**src/sv/assert_macros.svh**
```systemverilog
// ----------------------------------------------------------------------------
// Assertion macros
// Shared concurrent assertion forms for the slot encoder modules.
// ----------------------------------------------------------------------------
`ifndef ASSERT_MACROS_SVH
`define ASSERT_MACROS_SVH

// Property checked on every rising clock edge outside reset.
`define ASSERT_ON_CLK(label, clk, rst_n, prop, msg) \
    label: assert property (@(posedge clk) disable iff (!rst_n) (prop)) \
        else $error(msg);

// Condition that must never be seen outside reset.
`define ASSERT_NEVER(label, clk, rst_n, cond, msg) \
    `ASSERT_ON_CLK(label, clk, rst_n, !(cond), msg)

`endif

```
**src/sv/vms_pkg.sv**
```systemverilog
// ----------------------------------------------------------------------------
// Slot encoder package
// Payload structs, the byte descriptor and the slot phase codes.
// ----------------------------------------------------------------------------
package vms_pkg;

    typedef struct packed {
        logic [7:0] data_byte;
        logic       first_byte;
        logic       last_byte;
    } t_in_item;

    typedef struct packed {
        logic       line_level;
        logic [1:0] slot_kind;
        logic       run_end;
    } t_out_item;

    typedef enum logic [3:0] {
        PH_PRE  = 4'b0001,
        PH_DATA = 4'b0010,
        PH_TRL  = 4'b0100,
        PH_IDLE = 4'b1000
    } t_phase;

    localparam logic [1:0] KIND_PREAMBLE = 2'd0;
    localparam logic [1:0] KIND_DATA     = 2'd1;
    localparam logic [1:0] KIND_TRAILER  = 2'd2;
    localparam logic [1:0] KIND_IDLE     = 2'd3;

    localparam logic [2:0] STRETCH_MIN = 3'd1;
    localparam logic [2:0] STRETCH_MAX = 3'd6;

    // One classified byte, with the configuration it is sent under.
    typedef struct packed {
        logic [7:0] data_byte;
        logic       last_byte;
        logic [2:0] stretch;
        logic [1:0] preamble_slots;
        logic [1:0] trailer_slots;
        t_phase     start;
    } t_desc;

endpackage

```
**src/sv/vms_front.sv**
```systemverilog
// ----------------------------------------------------------------------------
// Slot encoder front end
// Holds the configuration, accepts bytes and classifies them into descriptors.
// ----------------------------------------------------------------------------
module vms_front
    import vms_pkg::*;
(
    input  logic       i_clk,
    input  logic       i_rst_n,
    input  logic       i_cfg_valid,
    output logic       o_cfg_ready,
    input  logic [1:0] i_cfg_index,
    input  logic [2:0] i_cfg_data,
    input  logic       push,
    output logic       full,
    input  t_in_item   i_in_data,
    output logic       o_wr,
    input  logic       i_q_full,
    output t_desc      o_desc
);

    localparam logic [1:0] CFG_STRETCH  = 2'd0;
    localparam logic [1:0] CFG_PREAMBLE = 2'd1;
    localparam logic [1:0] CFG_TRAILER  = 2'd2;

    logic [2:0] r_stretch;
    logic [1:0] r_preamble;
    logic [1:0] r_trailer;
    logic       r_valid;
    t_desc      r_desc;
    t_desc      n_desc;
    logic       accept;

    assign o_cfg_ready = 1'b1;
    assign full        = r_valid && i_q_full;
    assign accept      = push && !full;
    assign o_wr        = r_valid && !i_q_full;
    assign o_desc      = r_desc;

    always_comb begin
        n_desc                = '0;
        n_desc.data_byte      = i_in_data.data_byte;
        n_desc.last_byte      = i_in_data.last_byte;
        n_desc.preamble_slots = r_preamble;
        n_desc.trailer_slots  = r_trailer;
        if (r_stretch < STRETCH_MIN) begin
            n_desc.stretch = STRETCH_MIN;
        end else if (r_stretch > STRETCH_MAX) begin
            n_desc.stretch = STRETCH_MAX;
        end else begin
            n_desc.stretch = r_stretch;
        end
        if (i_in_data.first_byte && (r_preamble != 2'd0)) begin
            n_desc.start = PH_PRE;
        end else begin
            n_desc.start = PH_DATA;
        end
    end

    always_ff @(posedge i_clk) begin
        if (!i_rst_n) begin
            r_stretch  <= 3'd6;
            r_preamble <= 2'd3;
            r_trailer  <= 2'd3;
        end else if (i_cfg_valid) begin
            case (i_cfg_index)
                CFG_STRETCH:  r_stretch  <= i_cfg_data;
                CFG_PREAMBLE: r_preamble <= i_cfg_data[1:0];
                CFG_TRAILER:  r_trailer  <= i_cfg_data[1:0];
                default: ;
            endcase
        end
    end

    always_ff @(posedge i_clk) begin
        if (!i_rst_n) begin
            r_valid <= 1'b0;
        end else if (accept) begin
            r_valid <= 1'b1;
        end else if (o_wr) begin
            r_valid <= 1'b0;
        end
    end

    always_ff @(posedge i_clk) begin
        if (accept) begin
            r_desc <= n_desc;
        end
    end

endmodule

```
**src/sv/vms_fifo.sv**
```systemverilog
// ----------------------------------------------------------------------------
// Descriptor queue
// Short first-in first-out queue between the front end and the sequencer.
// ----------------------------------------------------------------------------
`include "assert_macros.svh"

module vms_fifo
    import vms_pkg::*;
#(
    parameter int DEPTH = 2
)
(
    input  logic  i_clk,
    input  logic  i_rst_n,
    input  logic  i_wr,
    input  t_desc i_wdata,
    output logic  o_full,
    input  logic  i_rd,
    output t_desc o_rdata,
    output logic  o_empty
);

    localparam int PTR_W = (DEPTH > 1) ? $clog2(DEPTH) : 1;
    localparam int CNT_W = $clog2(DEPTH + 1);

    t_desc              r_mem [DEPTH];
    logic [PTR_W-1:0]   r_wr_ptr;
    logic [PTR_W-1:0]   r_rd_ptr;
    logic [CNT_W-1:0]   r_count;

    assign o_full  = (r_count == CNT_W'(DEPTH));
    assign o_empty = (r_count == '0);
    assign o_rdata = r_mem[r_rd_ptr];

    function automatic logic [PTR_W-1:0] ptr_inc(input logic [PTR_W-1:0] p);
        if (p == PTR_W'(DEPTH - 1)) begin
            return '0;
        end
        return p + PTR_W'(1);
    endfunction

    always_ff @(posedge i_clk) begin
        if (!i_rst_n) begin
            r_wr_ptr <= '0;
            r_rd_ptr <= '0;
            r_count  <= '0;
        end else begin
            if (i_wr) begin
                r_wr_ptr <= ptr_inc(r_wr_ptr);
            end
            if (i_rd) begin
                r_rd_ptr <= ptr_inc(r_rd_ptr);
            end
            if (i_wr && !i_rd) begin
                r_count <= r_count + CNT_W'(1);
            end else if (i_rd && !i_wr) begin
                r_count <= r_count - CNT_W'(1);
            end
        end
    end

    always_ff @(posedge i_clk) begin
        if (i_wr) begin
            r_mem[r_wr_ptr] <= i_wdata;
        end
    end

    `ASSERT_NEVER(a_no_write_full, i_clk, i_rst_n, i_wr && o_full, "write into full queue")
    `ASSERT_NEVER(a_no_read_empty, i_clk, i_rst_n, i_rd && o_empty, "read from empty queue")

endmodule

```
**src/sv/vms_back.sv**
```systemverilog
// ----------------------------------------------------------------------------
// Slot sequencer
// Expands one descriptor into preamble, Manchester data, trailer and idle slots.
// ----------------------------------------------------------------------------
`include "assert_macros.svh"

module vms_back
    import vms_pkg::*;
#(
    parameter int BITS_PER_CHAR = 8
)
(
    input  logic      i_clk,
    input  logic      i_rst_n,
    input  logic      i_q_empty,
    input  t_desc     i_head,
    output logic      o_rd,
    input  logic      pop,
    output logic      empty,
    output t_out_item o_out_data
);

    localparam logic [2:0] LAST_BIT = 3'(BITS_PER_CHAR - 1);

    logic       r_busy;
    t_phase     r_phase;
    logic [2:0] r_cnt;
    logic [2:0] r_bit;
    logic       r_half;
    t_desc      r_desc;
    logic       r_out_valid;
    t_out_item  r_out;

    t_desc      cur;
    t_phase     cur_phase;
    logic [2:0] cur_cnt;
    logic [2:0] cur_bit;
    logic       cur_half;

    t_phase     n_phase;
    logic [2:0] n_cnt;
    logic [2:0] n_bit;
    logic       n_half;
    logic       done;
    logic       coded;
    t_out_item  slot;
    logic       can_emit;
    logic       fire;

    assign can_emit   = !r_out_valid || pop;
    assign fire       = can_emit && (r_busy || !i_q_empty);
    assign o_rd       = fire && !r_busy;
    assign empty      = !r_out_valid;
    assign o_out_data = r_out;

    // An idle sequencer works straight from the queue head, so a new byte
    // follows the previous one without a bubble.
    always_comb begin
        cur       = r_busy ? r_desc : i_head;
        cur_phase = r_busy ? r_phase : i_head.start;
        cur_cnt   = r_busy ? r_cnt : 3'd0;
        cur_bit   = r_busy ? r_bit : 3'd0;
        cur_half  = r_busy && r_half;
    end

    always_comb begin
        n_phase = cur_phase;
        n_cnt   = cur_cnt + 3'd1;
        n_bit   = cur_bit;
        n_half  = cur_half;
        done    = 1'b0;
        // Inverted bit, then the second Manchester half is its complement.
        coded   = !cur.data_byte[3'd7 - cur_bit] ^ cur_half;
        slot    = '0;
        case (cur_phase)
            PH_PRE: begin
                slot.line_level = 1'b1;
                slot.slot_kind  = KIND_PREAMBLE;
                if (cur_cnt + 3'd1 == {1'b0, cur.preamble_slots}) begin
                    n_phase = PH_DATA;
                    n_cnt   = 3'd0;
                end
            end
            PH_DATA: begin
                slot.line_level = !coded;
                slot.slot_kind  = KIND_DATA;
                if (!coded || (cur_cnt + 3'd1 == cur.stretch)) begin
                    n_cnt = 3'd0;
                    if (!cur_half) begin
                        n_half = 1'b1;
                    end else begin
                        n_half = 1'b0;
                        n_bit  = cur_bit + 3'd1;
                        if (cur_bit == LAST_BIT) begin
                            n_bit = 3'd0;
                            if (!cur.last_byte) begin
                                done = 1'b1;
                            end else if (cur.trailer_slots != 2'd0) begin
                                n_phase = PH_TRL;
                            end else begin
                                n_phase = PH_IDLE;
                            end
                        end
                    end
                end
            end
            PH_TRL: begin
                slot.line_level = 1'b1;
                slot.slot_kind  = KIND_TRAILER;
                if (cur_cnt + 3'd1 == {1'b0, cur.trailer_slots}) begin
                    n_phase = PH_IDLE;
                    n_cnt   = 3'd0;
                end
            end
            PH_IDLE: begin
                slot.line_level = 1'b0;
                slot.slot_kind  = KIND_IDLE;
                done            = 1'b1;
            end
            default: begin
                slot.line_level = 1'b0;
                slot.slot_kind  = KIND_IDLE;
                done            = 1'b1;
            end
        endcase
        slot.run_end = done;
    end

    always_ff @(posedge i_clk) begin
        if (!i_rst_n) begin
            r_busy      <= 1'b0;
            r_phase     <= PH_DATA;
            r_cnt       <= 3'd0;
            r_bit       <= 3'd0;
            r_half      <= 1'b0;
            r_out_valid <= 1'b0;
        end else if (fire) begin
            r_busy      <= !done;
            r_phase     <= n_phase;
            r_cnt       <= n_cnt;
            r_bit       <= n_bit;
            r_half      <= n_half;
            r_out_valid <= 1'b1;
        end else if (pop) begin
            r_out_valid <= 1'b0;
        end
    end

    always_ff @(posedge i_clk) begin
        if (fire) begin
            r_out <= slot;
        end
        if (o_rd) begin
            r_desc <= i_head;
        end
    end

    `ASSERT_NEVER(a_end_kind, i_clk, i_rst_n,
        r_out_valid && r_out.run_end &&
        (r_out.slot_kind == KIND_PREAMBLE || r_out.slot_kind == KIND_TRAILER),
        "transaction ends on a preamble or trailer slot")
    `ASSERT_ON_CLK(a_load_busy, i_clk, i_rst_n, (o_rd && !done) |=> r_busy,
        "sequencer dropped a byte after loading it")

endmodule

```
**src/sv/vlc_manchester_slot_encoder.sv**
```systemverilog
// ----------------------------------------------------------------------------
// Manchester slot encoder with pulse stretching
// Turns message bytes into line-level slots for a visible-light link.
// ----------------------------------------------------------------------------
// A byte is registered in the front end, then written into the queue, and
// its first slot is registered in the output register at the result port.
// Throughput: one slot per cycle while the output register is free or popped;
// a byte is BITS_PER_CHAR * (stretch + 1) slots plus its framing, at most 63.
// Reset: synchronous, active low; registers return to stretch 6, preamble 3,
// trailer 3, and all queues and the output register are emptied.
module vlc_manchester_slot_encoder
    import vms_pkg::*;
#(
    parameter int BITS_PER_CHAR = 8,
    parameter int QUEUE_DEPTH   = 2
)
(
    input  logic      i_clk,
    input  logic      i_rst_n,
    input  logic      i_cfg_valid,
    output logic      o_cfg_ready,
    input  logic [1:0] i_cfg_index,
    input  logic [2:0] i_cfg_data,
    input  logic      push,
    output logic      full,
    input  t_in_item  i_in_data,
    output logic      empty,
    input  logic      pop,
    output t_out_item o_out_data
);

    logic  q_wr;
    logic  q_full;
    logic  q_rd;
    logic  q_empty;
    t_desc q_wdata;
    t_desc q_rdata;

    vms_front u_front (
        .i_clk       (i_clk),
        .i_rst_n     (i_rst_n),
        .i_cfg_valid (i_cfg_valid),
        .o_cfg_ready (o_cfg_ready),
        .i_cfg_index (i_cfg_index),
        .i_cfg_data  (i_cfg_data),
        .push        (push),
        .full        (full),
        .i_in_data   (i_in_data),
        .o_wr        (q_wr),
        .i_q_full    (q_full),
        .o_desc      (q_wdata)
    );

    vms_fifo #(
        .DEPTH (QUEUE_DEPTH)
    ) u_fifo (
        .i_clk   (i_clk),
        .i_rst_n (i_rst_n),
        .i_wr    (q_wr),
        .i_wdata (q_wdata),
        .o_full  (q_full),
        .i_rd    (q_rd),
        .o_rdata (q_rdata),
        .o_empty (q_empty)
    );

    vms_back #(
        .BITS_PER_CHAR (BITS_PER_CHAR)
    ) u_back (
        .i_clk      (i_clk),
        .i_rst_n    (i_rst_n),
        .i_q_empty  (q_empty),
        .i_head     (q_rdata),
        .o_rd       (q_rd),
        .pop        (pop),
        .empty      (empty),
        .o_out_data (o_out_data)
    );

endmodule
```
**config.mk**
```make
export PLATFORM = sky130hd
export DESIGN_NAME = vlc_manchester_slot_encoder
export DESIGN_NICKNAME = d
export VERILOG_FILES = /design/src/sv/vms_pkg.sv /design/src/sv/vms_front.sv /design/src/sv/vms_fifo.sv /design/src/sv/vms_back.sv /design/src/sv/vlc_manchester_slot_encoder.sv
export VERILOG_INCLUDE_DIRS = /design/src /design/src/sv
export SDC_FILE = /design/constraint.sdc
export NUM_CORES = 1
export LEC_CHECK = 0
export BUFFER_PORTS_ARGS = -buffer_cell sky130_fd_sc_hd__buf_2
export CORE_MARGIN = 2
export CORE_UTILIZATION = 40
export CTS_CLUSTER_SIZE = 14
export DETAILED_ROUTE_END_ITERATION = 8
export GPL_ROUTABILITY_DRIVEN = 0
export SETUP_SLACK_MARGIN = 0.4
export SYNTH_ARGS = -nofsm -noshare
export SYNTH_HDL_FRONTEND = slang
export SYNTH_SLANG_ARGS = --single-unit
```
**constraint.sdc**
```tcl
create_clock -name i_clk -period 6.8 [get_ports i_clk]
set_input_delay 0 -clock i_clk [delete_from_list [all_inputs] [get_ports i_clk]]
set_output_delay 0 -clock i_clk [all_outputs]
set_load 0.02 [all_outputs]
```
======== Word-level counts from Yosys, hierarchy flattened ========
Memories as Yosys holds them, arrays and structs flattened. A register that Yosys moved wholly into a read port is not among the register bits.
Cells that the tools add are included.
word-level totals
  flip-flop bits (word level) ............. 69
  memories ................................ 1
  bits in writable memories ............... 40
  logic and storage cells ................. 136
cells by class
  bitwise gates (word level) .............. 1
  multiplexer cells ....................... 53
  equality and inequality tests ........... 10
  order comparisons ....................... 3
  reductions and logical operators ........ 33
  add/sub/neg operators ................... 7
memories
  name          words  width  rd ports  clocked after memory_dff  wr ports  RTL line        text
  u_fifo.r_mem  2      20     1         1                         1         vms_fifo.sv:26  t_desc r_mem [DEPTH];
operators with widths
  cell                                                  number
  two-way mux 4 bit                                     8
  two-way mux 3 bit                                     10
  two-way mux 1 bit                                     26
  two-way mux 20 bit                                    1
  one-hot mux 3 bit (3 select lines)                    2
  one-hot mux 4 bit (3 select lines)                    1
  logical NOT 1 bit                                     10
  nonzero test 2 bit                                    5
  logical AND 1 bit                                     9
  adder 3 x 1 -> 3 bit, second input constant           2
  == test 3 x 2 -> 1 bit                                2
  two-way mux 2 bit                                     3
  AND reduction 2 bit                                   3
  == test 2 bit, second input constant                  2
  == test 4 x 1 -> 1 bit, second input constant         1
  == test 4 x 2 -> 1 bit, second input constant         1
  == test 4 x 3 -> 1 bit, second input constant         1
  logical NOT 2 bit                                     2
  < comparator 3 x 4 -> 1 bit, second input constant    1
  binary-select mux 1 bit (select 3 bit)                1
  == test 3 bit                                         1
  == test 3 bit, second input constant                  1
  greater-than comparator 3 bit, second input constant  1
  logical OR 1 bit                                      3
  9 further kinds                                       10

======== Depth between registers and ports, before layout ========
Gate-level depths: netlist of run 1.
  depth after elaboration ................. 11
  mapped depth ............................ 11
  gate-level depth less buffers ........... 8

======== Modules after synthesis ========
From an unflattened synthesis of run 1, not the netlist that was laid out.
second synthesis, totals
  cell total of the unflattened synthesis .. 326
  area total of the unflattened synthesis .. 4496.8 um2
by module, submodules not included
  module     area an instance (um2)  times used  seq. area each (um2)  cells each
  vms_back   1885.6                  1           860.8                 179
  vms_fifo   1655.3                  1           1301.2                84
  vms_front  955.9                   1           700.7                 63

======== Worst setup path after synthesis of run 1 ========
No wires, ideal clock.
  path kind ............................... register to register
  from .................................... register u_back.r_busy
  to ...................................... register u_back.r_bit[0]
  path buffers ............................ 3
  arrival ................................. 2.454 ns
  clock period less this slack ............ 2.575 ns
  path slack .............................. 4.225 ns
  stages on the path, launching flop included .. 12
  library setup time ...................... 0.121 ns
  cells stage by stage .................... dfxtp_1 > buf_2 > clkbuf_1 > and2_1 > ha_1 > buf_2 > xnor3_1 > nand4_1 > o31ai_2 > nor2_1 > nor3_2 > mux2_2
between the ends
  longest elaborated chain between the ends .. 10
ends and longest elaborated chain
  what                                     RTL line         text
  start: declaration                       vms_back.sv:25   logic r_busy;
  start signal: assignment                 vms_back.sv:138  r_busy <= !done;
  two-way mux 3 bit                        vms_back.sv:62   cur_bit = r_busy ? r_bit : 3'd0;
  subtractor 3 bit                         vms_back.sv:73   coded = !cur.data_byte[3'd7 - cur_bit] ^ cur_half;
  binary-select mux 1 bit (select 3 bit)   vms_back.sv:73
  two-way mux 1 bit (not written as such)  vms_back.sv:73
  logical NOT 1 bit                        vms_back.sv:73
  bitwise XOR 1 bit                        vms_back.sv:73
  logical NOT 1 bit                        vms_back.sv:87   if (!coded || (cur_cnt + 3'd1 == cur.stretch)) begin
  logical OR 1 bit                         vms_back.sv:87
  two-way mux 3 bit                        vms_back.sv:87
  two-way mux 3 bit                        vms_back.sv:75   case (cur_phase)
  end signal: assignment                   vms_back.sv:141  r_bit <= n_bit;
  end: declaration                         vms_back.sv:28   logic [2:0] r_bit;
Several ways; a longest one is shown, not always the timed one. The select of a mux whose other input is x is not followed.
A chain may end at the register's enable or synchronous reset.

======== Worst setup path in the final report of run 1 ========
  from .................................... register u_back.r_busy
  to ...................................... register u_back.r_phase[1]
between the ends
  longest elaborated chain between the ends .. 10
ends and longest elaborated chain
  what                                     RTL line         text
  two-way mux 3 bit                        vms_back.sv:62
  subtractor 3 bit                         vms_back.sv:73
  binary-select mux 1 bit (select 3 bit)   vms_back.sv:73
  two-way mux 1 bit (not written as such)  vms_back.sv:73
  logical NOT 1 bit                        vms_back.sv:73
  bitwise XOR 1 bit                        vms_back.sv:73
  logical NOT 1 bit                        vms_back.sv:87
  logical OR 1 bit                         vms_back.sv:87
  two-way mux 4 bit                        vms_back.sv:87
  one-hot mux 4 bit (3 select lines)       vms_back.sv:75
  end signal: assignment                   vms_back.sv:139  r_phase <= n_phase;
  end: declaration                         vms_back.sv:26   t_phase r_phase;
Several ways; a longest one is shown, not always the timed one. The select of a mux whose other input is x is not followed.

==> impl_results.md, run 1 <==
* Status: finished clean
* First DRT Iteration DRCs at a little under 100
* PortBufs at 25
* Htree depth at 3
* Crit Path Max Fanout at 26
* Synth Cell Area at 4250 µm²
* DRT antenna net count at 0
* Sw Pwr at around 580 µW
* Register area share after synthesis at 0.645
* P_leak at 1.77 nW
* Combinational share of power at 0.281
* Worst R2R Start: u_back.r_busy
* Most common cell after layout, fill and taps aside: edfxtp_1
* Initial antenna violation count at 0
* Worst Clk Skew at around 0.011 ns
* Sequential Power Share at 0.509
* TritonCTS Buffers at 9
* Post-synthesis average cell area at roughly 13 µm²
* Worst-path clk slew at 0.10 ns
* Post-Syn Nets at between 300 and 400
* Max IR drop VDD at between 0.15 and 0.2 mV
* Clk buf depth at 2
* Total Routing Usage GR at 0.142
* Number of synthesis warnings at 0
* DP HPWL at 4930 µm
* Fin Hold WS at 0.0281 ns
* Post-synth EDFFs at 74
* First-pass GRT wire length at around 13000 µm
* Netlist cell types at 63
* GRT overflow at 0
* CP required at approximately 7 ns
* # fillers at 919
* Clock share of power at 0.210
* Hold Startpoint: i_cfg_index[1]
* R2R depth at 9
* CP Launch Type: flop
* CP Cell Sequence: buf_4, and2_1, ha_1, xnor3_1, nand4_1, o31ai_2, nor2_1, nor2_1, o311ai_1
* Final Power at about 1.7 mW
* Root Driver: clkbuf_8
* Crit Path Class: flop to flop
* Critical Path Sink Type: flop
* Slowest stage delay, CP at 0.45 ns
* Drt pass-1 iters at 4
* Vias per cell at approximately 5
* Setup_tns at 0 ns
* Vias in the first global route at 2498
* Power density cells at 352 nW/µm²
* # DRC at 0
* Antenna Cells at 0
* #FFs+latches synth at 100
* Hold WC Path Type: input pin to flop
* Commonest cells after routing, fill and taps aside: edfxtp_1 (74), dfxtp_1 (26), buf_2 (25), nor2_1 (22)
* CP most frequent cell: nor2_1
* Post-CTS resize count at 0
* Post-synth ARST share at 0
* Area of the die at 11500 µm²
* Nets at 386
* Hold EP: u_front.r_stretch[1]
* Die width at 107 µm
* RSZ-0062 raised after global routing: false
* Post-Synthesis Cells at 319
* Worst-margin pin slew at 1.02 ns
* Maxcap violations at 0
* Initial core utilization at 0.412
* Std-Cell Rows at 37
* Final worst-path cycle share at 0.403
* FF-to-FF End: u_back.r_phase[1]
* CTS tree: done
* Setup ws final at 4.06 ns
* Hold Crit Depth at 4
* CTS Sinks at 100
* Final Hold Fails at 0
* Sw Share at 0.340
* Routed len/inst at between 10 and 15 µm
* Int Pwr at 1.14 mW
* Reg2Reg Setup Slack at approximately 4 ns
* Slew Limit Headroom at 0.316
* Die Height at 107 µm
* Vias post-DR at 2522
* Final Max Tran Viols at 0
* Main synth FF type: edfxtp_1
* Area grow syn2layout at 15.0%
* Dpl ws at 4.12 ns
* Clk_lat worst skew at 0.36 ns
* Layout cells sized above 1 at 0.188
* Setup violators final at 0
* Core area at roughly 10000 µm²
* Max Clk Rate at 0.365 GHz
* Critical Path AT at 3.01 ns
* Largest net degree at the start of global routing at 27
* Tmin final at 2.74 ns
* Top Ports at 27
* Final wirelength at 7440 µm
* Slowest CP cell: ha_1
* Post CTS Setup Buffer Count at 0
critical path: cells and delay by family (launching register included):
kind / cells / cell delay [ns]
and+or+nand+nor: 4 / 0.77
adders and majority gates: 1 / 0.45
xor gates and xnor gates: 1 / 0.43
AOI/OAI and AO/OA: 2 / 0.41
DFF: 1 / 0.32
buffers and inverters: 1 / 0.26
stage by stage:
stage / cell area (µm²) / instances / utilization
2_1_floorplan: 4250 / 319 / -
3_3_place_gp: 4490 / 466 / 0.435
3_5_place_dp: 4490 / 466 / 0.435
4_1_cts: 4890 / 503 / 0.474
5_1_grt: 4890 / 503 / 0.474
6_report: 4890 / 503 / 0.474
registers in the layout (all words and copies together) (netlist names), named ones only:
name,count
u_back.o_out_data,4
u_back.r_busy,1
u_front.r_preamble,2
u_back.r_desc,16
u_back.r_bit,3
u_fifo.r_mem,36
u_fifo.r_rd_ptr,1
u_front.o_desc,18
u_back.r_phase,4
u_front.r_trailer,2
u_back.r_cnt,3
u_front.r_stretch,3
u_back.r_out_valid,1
u_fifo.r_count,2
u_fifo.r_wr_ptr,1
u_front.r_valid,1
u_back.r_half,1
cell type report:
type | count | area [µm²] | area share
clock inverters | 7 | 67.6 | 0.0138
multi-input cells | 187 | 1370 | 0.280
well taps | 136 | 170 | 0.0348
repair buffers | 49 | 358 | 0.0732
clock buffers | 9 | 124 | 0.0253
inverters | 15 | 56.3 | 0.0115
flip-flops and latches | 100 | 2740 | 0.561
per-layer routing:
layer  global-route usage  part of all wire
met5                    0                 0
met4               0.0399             0.013
met3               0.0426             0.038
met2                0.219              0.46
met1                0.196              0.49
power groups by stage:
| stage | Sequential, mW | Combinational, mW | Clock (mW) |
|---|---|---|---|
| 4_1_cts | 0.877 | 0.489 | 0.375 |
| 6_report | 0.876 | 0.484 | 0.361 |
| 3_3_place_gp | 0.888 | 0.473 | 0 |
| 3_5_place_dp | 0.891 | 0.478 | 0 |
| 5_1_grt | 0.891 | 0.543 | 0.402 |
| 2_1_floorplan | 0.876 | 0.371 | 0 |
repair_timing:
item,in CTS,in global routing
setup endpoints to repair,0,0
hold buffers,21,0
endpoints found under the hold margin,22,0
cells by family after synthesis:
group           after synthesis  synth area share
compound gates               48            0.0874
xor+xnor                     18            0.0403
fa+ha+maj                     5            0.0141
buf+inv                      32            0.0327
flops                       100             0.645
mux                          29            0.0759
other cells                   1          0.000882
simple gates                 86             0.104
synth_stat cells (3+ instances only):
cell	n	area, µm²
xnor2_1	6	52.6
nand2_1	21	78.8
o21ai_0	8	40.0
nor2b_1	8	50.1
a22oi_1	3	22.5
o31ai_1	3	22.5
and2_1	6	37.5
mux2i_1	9	90.1
and3_1	5	31.3
buf_2	6	30.0
xor2_1	11	96.3
dfxtp_1	26	521
edfxtp_1	74	2220
mux2_2	16	180
inv_1	15	56.3
nand3_1	5	25.0
nor2_1	22	82.6
nor3_1	3	15.0
nand3b_1	3	22.5
ha_1	4	50.1
a21oi_1	5	25.0
nand4_1	3	18.8
clkbuf_1	7	26.3
worst max-delay path by stage:
stage / from / endpoint / slack, ns / cells past startpoint
after floorplan: u_back.r_busy / u_back.r_bit[0] / 4.22 / 11
after global placement: u_back.r_busy / u_back.r_phase[1] / 4.16 / 9
after detailed placement: u_back.r_busy / u_back.r_phase[1] / 4.12 / 9
after CTS: u_back.r_busy / u_back.r_phase[1] / 4.08 / 9
after global routing: u_back.r_busy / u_back.r_phase[1] / 3.80 / 9
final: u_back.r_busy / u_back.r_phase[1] / 4.06 / 9
(Power assumes the default switching activity.)
==> inputs of run 2 (changes only) <==
- clock period: 6.8 -> 2.4 ns (I/O delays scaled with it)
==> run 2 against run 1 <==
Against the previous run: utilization up 1.8 points; die area unchanged; sequential share of layout area down 1.9 points; non-clock buffer count up 13; flip-flop and latch count unchanged; combinational power rose to 3.5 times the previous value; via count up 1.9%; clock skew up 0.011 ns; sequential power rose to 2.8 times the previous value; register-to-register slack worse by 3.6 ns; power rose to 3.0 times the previous value; cell area up 3.8%; critical path type unchanged; critical endpoint is now u_back.r_cnt[0]; largest cell class unchanged; highest routed layer unchanged.
==> impl_results.md, run 2 (synthesis results as in run 1) <==
* TritonCTS Buffers at 9 (unchanged)
* Worst-margin pin slew at 0.657 ns (-0.367 ns)
* Int Pwr at 3.43 mW (+200%)
* Final worst-path cycle share at 0.821 (+0.418)
* Sw Pwr at 1.77 mW (+200%)
* Area of placed instances at 4570 µm² (+1.8%)
* Final wirelength at 7630 µm (+2.6%)
* Crit Path Max Fanout at 8 (-69%)
* Initial core utilization at 0.412 (unchanged)
* Total Routing Usage GR at 0.139 (-0.00382)
* P_leak at 1.88 nW (+5.9%)
* Clk_lat worst skew at 0.37 ns (about the same)
* Power density cells at 1020 nW/µm² (+190%)
* PortBufs at 25 (unchanged)
* Nets at 399 (+3.4%)
* Critical Path AT at 2.23 ns (-0.78 ns)
* Die Height at 107 µm (unchanged)
* Status: finished clean
* Clock share of power at 0.199 (-0.011)
* Routed len/inst at 14.8 µm (about the same)
* Crit Path Class: flop to flop
* Max IR drop VDD at 0.474 mV (+200%)
* Htree depth at 3 (unchanged)
* Wire length on met3 at 298 µm (+5.7%)
* CTS Sinks at 100 (unchanged)
* Area grow syn2layout at 19.3%
* # fillers at 900 (-2.1%)
* DR top layer: met4
* Largest Register: u_fifo.r_mem
* Drt pass-1 iters at 4 (unchanged)
* R2R depth at 8 (-1)
* Root Driver: clkbuf_8
* CP required at 2.66 ns (-4.41 ns)
* First DRT Iteration DRCs at 108 (+9.1%)
* Final Hold Fails at 0 (unchanged)
* Vias post-DR at 2569 (+1.9%)
* Layout cells sized above 1 at 0.271 (+0.0830)
* Tmin final at 1.97 ns (-0.769 ns)
* Vias in the first global route at 2486 (-0.48%)
* DRT antenna net count at 0 (unchanged)
* Die width at 107 µm (unchanged)
* Max reg flops at 36 (unchanged)
* Final Max Tran Viols at 0 (unchanged)
* RSZ-0062 raised after global routing: true
* Clk buf depth at 2 (unchanged)
* GRT overflow at 0 (unchanged)
* Commonest cells after routing, fill and taps aside: edfxtp_1 (74), buf_2 (25), dfxtp_1 (22), nand2_1 (21), nor2_1 (20)
* Largest net degree at the start of global routing at 20 (-26%)
* Setup violators final at 0 (unchanged)
* CTS tree: done
* # DRC at 0 (unchanged)
* DP HPWL at 4940 µm (+0.12%)
* First-pass GRT wire length at 12200 µm (-2.3%)
* Std-Cell Rows at 37 (unchanged)
* Hold WC Path Type: input pin to flop
* Combinational share of power at 0.325 (+0.044)
* Design area at 5070 µm² (+3.8%)
* Met2 wire len at 3520 µm (+2.1%)
* CP Launch Type: flop
* Most common cell after layout, fill and taps aside: edfxtp_1
* Core area at 10300 µm² (unchanged)
* Sequential Power Share at 0.476 (-0.033)
* Antenna Cells at 0 (unchanged)
* Top Ports at 27 (unchanged)
* Area of the die at 11500 µm² (unchanged)
* Maxcap violations at 0 (unchanged)
* Sw Share at 0.340 (+0.000735)
* Slew Limit Headroom at 0.561 (+0.245)
* M1 WL at 3730 µm (+3.3%)
* Worst Clk Skew at 0.0213 ns (+0.0105 ns)
* Worst-path clk slew at 0.11 ns (about the same)
* Critical Path Sink Type: flop
* Initial antenna violation count at 0 (unchanged)
* Vias per cell at 4.98 (-0.70%)
* Setup_tns at 0 ns (unchanged)
* Max Clk Rate at 0.507 GHz (+39%)
* Hold Crit Depth at 3 (-1)
## run 2: changes by cell type in the layout (fill, tap and decap cells not counted), moves of 2 or more
cell and delta:
dfxtp_2 +2, and2_4 +2, dlygate4sd3_1 -3, dfxtp_4 +2, xnor2_1 -2, dfxtp_1 -4, nor2_1 -2, and2_1 -2
xnor2_2 +2, buf_4 +14
## run 2: cell type report
| class | instances | area, µm² | share of cell area |
|---|---|---|---|
| repair buffers | 62 | 449 | 0.0885 |
| well taps | 136 | 170 | 0.0335 |
| flip-flops and latches | 100 | 2750 | 0.543 |
| inverters | 15 | 56.3 | 0.0111 |
| clock buffers | 9 | 124 | 0.0244 |
| multi-input cells | 187 | 1450 | 0.287 |
| clock inverters | 7 | 67.6 | 0.0133 |
## run 2: worst paths after layout
check	startpoint	to	slack [ns]
setup reg to reg	u_back.r_busy	u_back.r_cnt[0]	0.43
hold / removal	i_cfg_index[0]	u_front.r_stretch[1]	0.02
setup / recovery	u_back.r_busy	u_back.r_cnt[0]	0.43
hold reg to reg	u_front.r_trailer[1]	u_front.o_desc[5]	0.44
## run 2: critical path: stages (launching register included)
cell	delay [ns]
dfxtp_4	0.39
and2_4	0.15
ha_4	0.27
and2_1	0.15
o2111ai_1	0.23
nand3_2	0.16
o221ai_2	0.24
a211oi_2	0.08
a2111oi_2	0.20
## run 2: timing repair
item | in CTS | in global routing
endpoints found under the hold margin | 22 | 0
gates resized for setup | 7 | 11
hold buffers | 18 | 0
pin swaps | 1 | 3
gates cloned | 0 | 0
setup buffers | 3 | 7
endpoints found under the setup margin | 13 | 12
## run 2: power groups by stage
stage	Clock [mW]	Combinational, mW	Sequential [mW]
after global placement	0	1.49	2.50
after global routing	1.14	1.86	2.52
after detailed placement	0	1.49	2.51
after CTS	1.06	1.57	2.47
final	1.04	1.69	2.47
after floorplan	0	1.11	2.49
## run 2: layer usage
metal  global-route usage  vias up
met3               0.0413        6
met5                    0        -
met1                0.188     1230
met4               0.0399        0
li1                     -     1280
met2                0.215       53
## run 2: through the flow
stage | hold slack, ns | util | power (mW) | setup slack, ns | cells
floorplan | 0.0989 | - | 3.60 | 0.318 | 319
global placement | 0.179 | 0.442 | 3.99 | 0.301 | 472
detailed placement | 0.179 | 0.442 | 4.00 | 0.311 | 472
CTS | 0.00186 | 0.482 | 5.09 | 0.404 | 509
global route | 0.0429 | 0.491 | 5.51 | 0.304 | 516
finish | 0.0194 | 0.491 | 5.19 | 0.429 | 516
==> inputs of run 3 (changes only) <==
- clock period: 2.4 -> 1.8 ns (I/O delays scaled with it)
==> run 3 against run 2 <==
Against the previous run: the run now ends with setup timing left; sequential share of layout area fell by 4.6 points; cell area rose by 9.2%; routed wire length rose by 9.1%; fmax rose by 2.6%; combinational power rose by 81%; first-iteration DRC count fell by 14%; hold slack got worse by 0.0048 ns; sequential power rose by 33%; critical path type unchanged; largest cell class unchanged.
==> impl_results.md, run 3 (synthesis results as in run 1) <==
* Top Ports at 27 (unchanged)
* Int Pwr at 5.03 mW (+47%)
* Most common cell after layout, fill and taps aside: edfxtp_1
* Final worst-path cycle share at 1.07 (+0.246)
* GRT overflow at 0 (unchanged)
* Total Routing Usage GR at 0.154 (+0.0154)
* Largest net degree at the start of global routing at 20 (unchanged)
* Final Max Tran Viols at 0 (unchanged)
* Layout cells sized above 1 at 0.400 (+0.128)
* Vias per cell at 5.01 (+0.54%)
* Area of the multi-input gates at 1700 µm² (+17%)
* First DRT Iteration DRCs at 93 (-14%)
* Core area at 10300 µm² (unchanged)
* TritonCTS Buffers at 9 (unchanged)
* Commonest cells after routing, fill and taps aside: edfxtp_1 (74), buf_4 (35), buf_2 (25), dfxtp_1 (22), nand2_1 (19)
* RSZ-0062 raised after global routing: true
* Crit Path Class: flop to flop
* CTS tree: done
* Htree depth at 3 (unchanged)
* Final Power at 7.73 mW (+49%)
* PortBufs at 25 (unchanged)
* Sequential Power Share at 0.425 (-0.051)
* Area of the die at 11500 µm² (unchanged)
* CP Launch Type: flop
* Area grow syn2layout at 30.3%
* Tmin final at 1.92 ns (-0.0500 ns)
* Setup ws final at -0.121 ns (-0.550 ns)
* Setup violators final at 12 (+12)
* Initial core utilization at 0.412 (unchanged)
* Initial antenna violation count at 0 (unchanged)
* P_leak at 2.08 nW (+11%)
* Routed len/inst at 15.4 µm (+4.4%)
* Share of the core filled with cells at 0.537 (+0.0452)
* Final Hold Fails at 0 (unchanged)
* Reg area at 2750 µm² (about the same)
* Status: finished, violations left
* Final wirelength at 8320 µm (+9.1%)
* Design area at 5540 µm² (+9.2%)
* Worst-path clk slew at 0.11 ns (about the same)
* Area of placed instances at 4860 µm² (+6.5%)
* Hold Crit Depth at 3 (unchanged)
* Slew Limit Headroom at 0.537 (-0.0241)
* Max IR drop VDD at 0.548 mV (+16%)
* Worst Clk Skew at 0.0207 ns (-0.000604 ns)
* Die width at 107 µm (unchanged)
* Crit Path Max Fanout at 5 (-3)
* Antenna Cells at 0 (unchanged)
* CTS Sinks at 100 (unchanged)
* Critical Path AT at 2.18 ns (-0.05 ns)
* # fillers at 863 (-4.1%)
* Vias post-DR at 2698 (+5.0%)
* Die Height at 107 µm (unchanged)
* Clk_lat worst skew at 0.37 ns (about the same)
* # DRC at 0 (unchanged)
* Max Clk Rate at 0.520 GHz (+2.6%)
* Nets at 422 (+5.8%)
* Largest Register: u_fifo.r_mem
* Root Driver: clkbuf_8
* Maxcap violations at 0 (unchanged)
* Max reg flops at 36 (unchanged)
* Clk buf depth at 2 (unchanged)
* Drt pass-1 iters at 4 (unchanged)
* First-pass GRT wire length at 13400 µm (+9.8%)
* Violated checks: setup timing
* Critical Path Sink Type: flop
* DP HPWL at 5540 µm (+12%)
* Clock share of power at 0.179 (-0.020)
* Vias in the first global route at 2753 (+11%)
* CP required at 2.05 ns (-0.61 ns)
* Worst-margin pin slew at 0.694 ns (+0.0368 ns)
* DRT antenna net count at 0 (unchanged)
* Std-Cell Rows at 37 (unchanged)
* Sw Share at 0.349 (+0.00850)
* Combinational share of power at 0.396 (+0.071)
* Hold WC Path Type: input pin to flop
* Sw Pwr at 2.70 mW (+52%)
* Power density cells at 1390 nW/µm² (+36%)
* R2R depth at 9 (+1)
run 3: cell count changes in the layout (fill, tap and decap cells not counted), moves of 3 or more:
cell / delta
inv_1: -4
inv_2: +3
xnor2_1: -3
nor2_4: +3
buf_6: +6
dlygate4sd3_1: -3
xnor2_2: +3
buf_4: +18
run 3: critical path, stage by stage, from the launching register on:
cell and delay [ns]:
dfxtp_2 0.35, and2_4 0.15, ha_4 0.19, xnor3_1 0.25, nand4_1 0.11, o31ai_2 0.08, buf_4 0.16, nor2_4 0.19
nor3_4 0.06, mux2_2 0.28
run 3: cell type report:
class,count,area share
clock buffer,10,0.0230
clock inverter,6,0.0113
inverter,15,0.0108
multi-input combinational,187,0.307
sequential,100,0.496
tap,136,0.0307
timing repair buffer,85,0.121
run 3: metrics by stage:
stage          TNS [ns]  setup slack [ns]  hold slack (ns)  instances
2_1_floorplan     -2.62            -0.281           0.0989        319
3_5_place_dp     -0.941            -0.147            0.178        500
5_1_grt           -2.09            -0.217           0.0283        539
3_3_place_gp     -0.473           -0.0917            0.177        500
6_report         -0.750            -0.121           0.0145        539
4_1_cts          -0.616           -0.0972         0.000685        537
run 3: metal layers:
metal | GRT usage | vias up | wire length [µm]
li1 | - | 1325 | -
met1 | 0.198 | 1321 | 3790
met2 | 0.255 | 45 | 4190
met3 | 0.0322 | 7 | 258
met4 | 0.0603 | 0 | 78
met5 | 0 | - | 0
run 3: what timing repair did:
item                       CTS  global route
buffers inserted             5             2
pin swaps                   13             8
setup endpoints to repair   70            48
hold endpoints to repair    21             0
hold buffers                16             0
gates resized for setup     26            30
run 3: path summary, 6_finish.rpt:
check        slack, ns                 start              endpoint
max              -0.12         u_back.r_busy       u_back.r_bit[0]
min               0.01        i_cfg_index[0]  u_front.r_stretch[1]
max reg2reg      -0.12         u_back.r_busy       u_back.r_bit[0]
min reg2reg       0.44  u_front.r_stretch[1]     u_front.o_desc[9]
run 3: power groups by stage:
stage	combinational [mW]	sequential, mW	clock [mW]
after floorplan	1.63	3.32	0
after global placement	2.49	3.30	0
after detailed placement	2.51	3.31	0
after CTS	2.74	3.28	1.43
after global routing	3.31	3.34	1.53
final	3.06	3.28	1.38
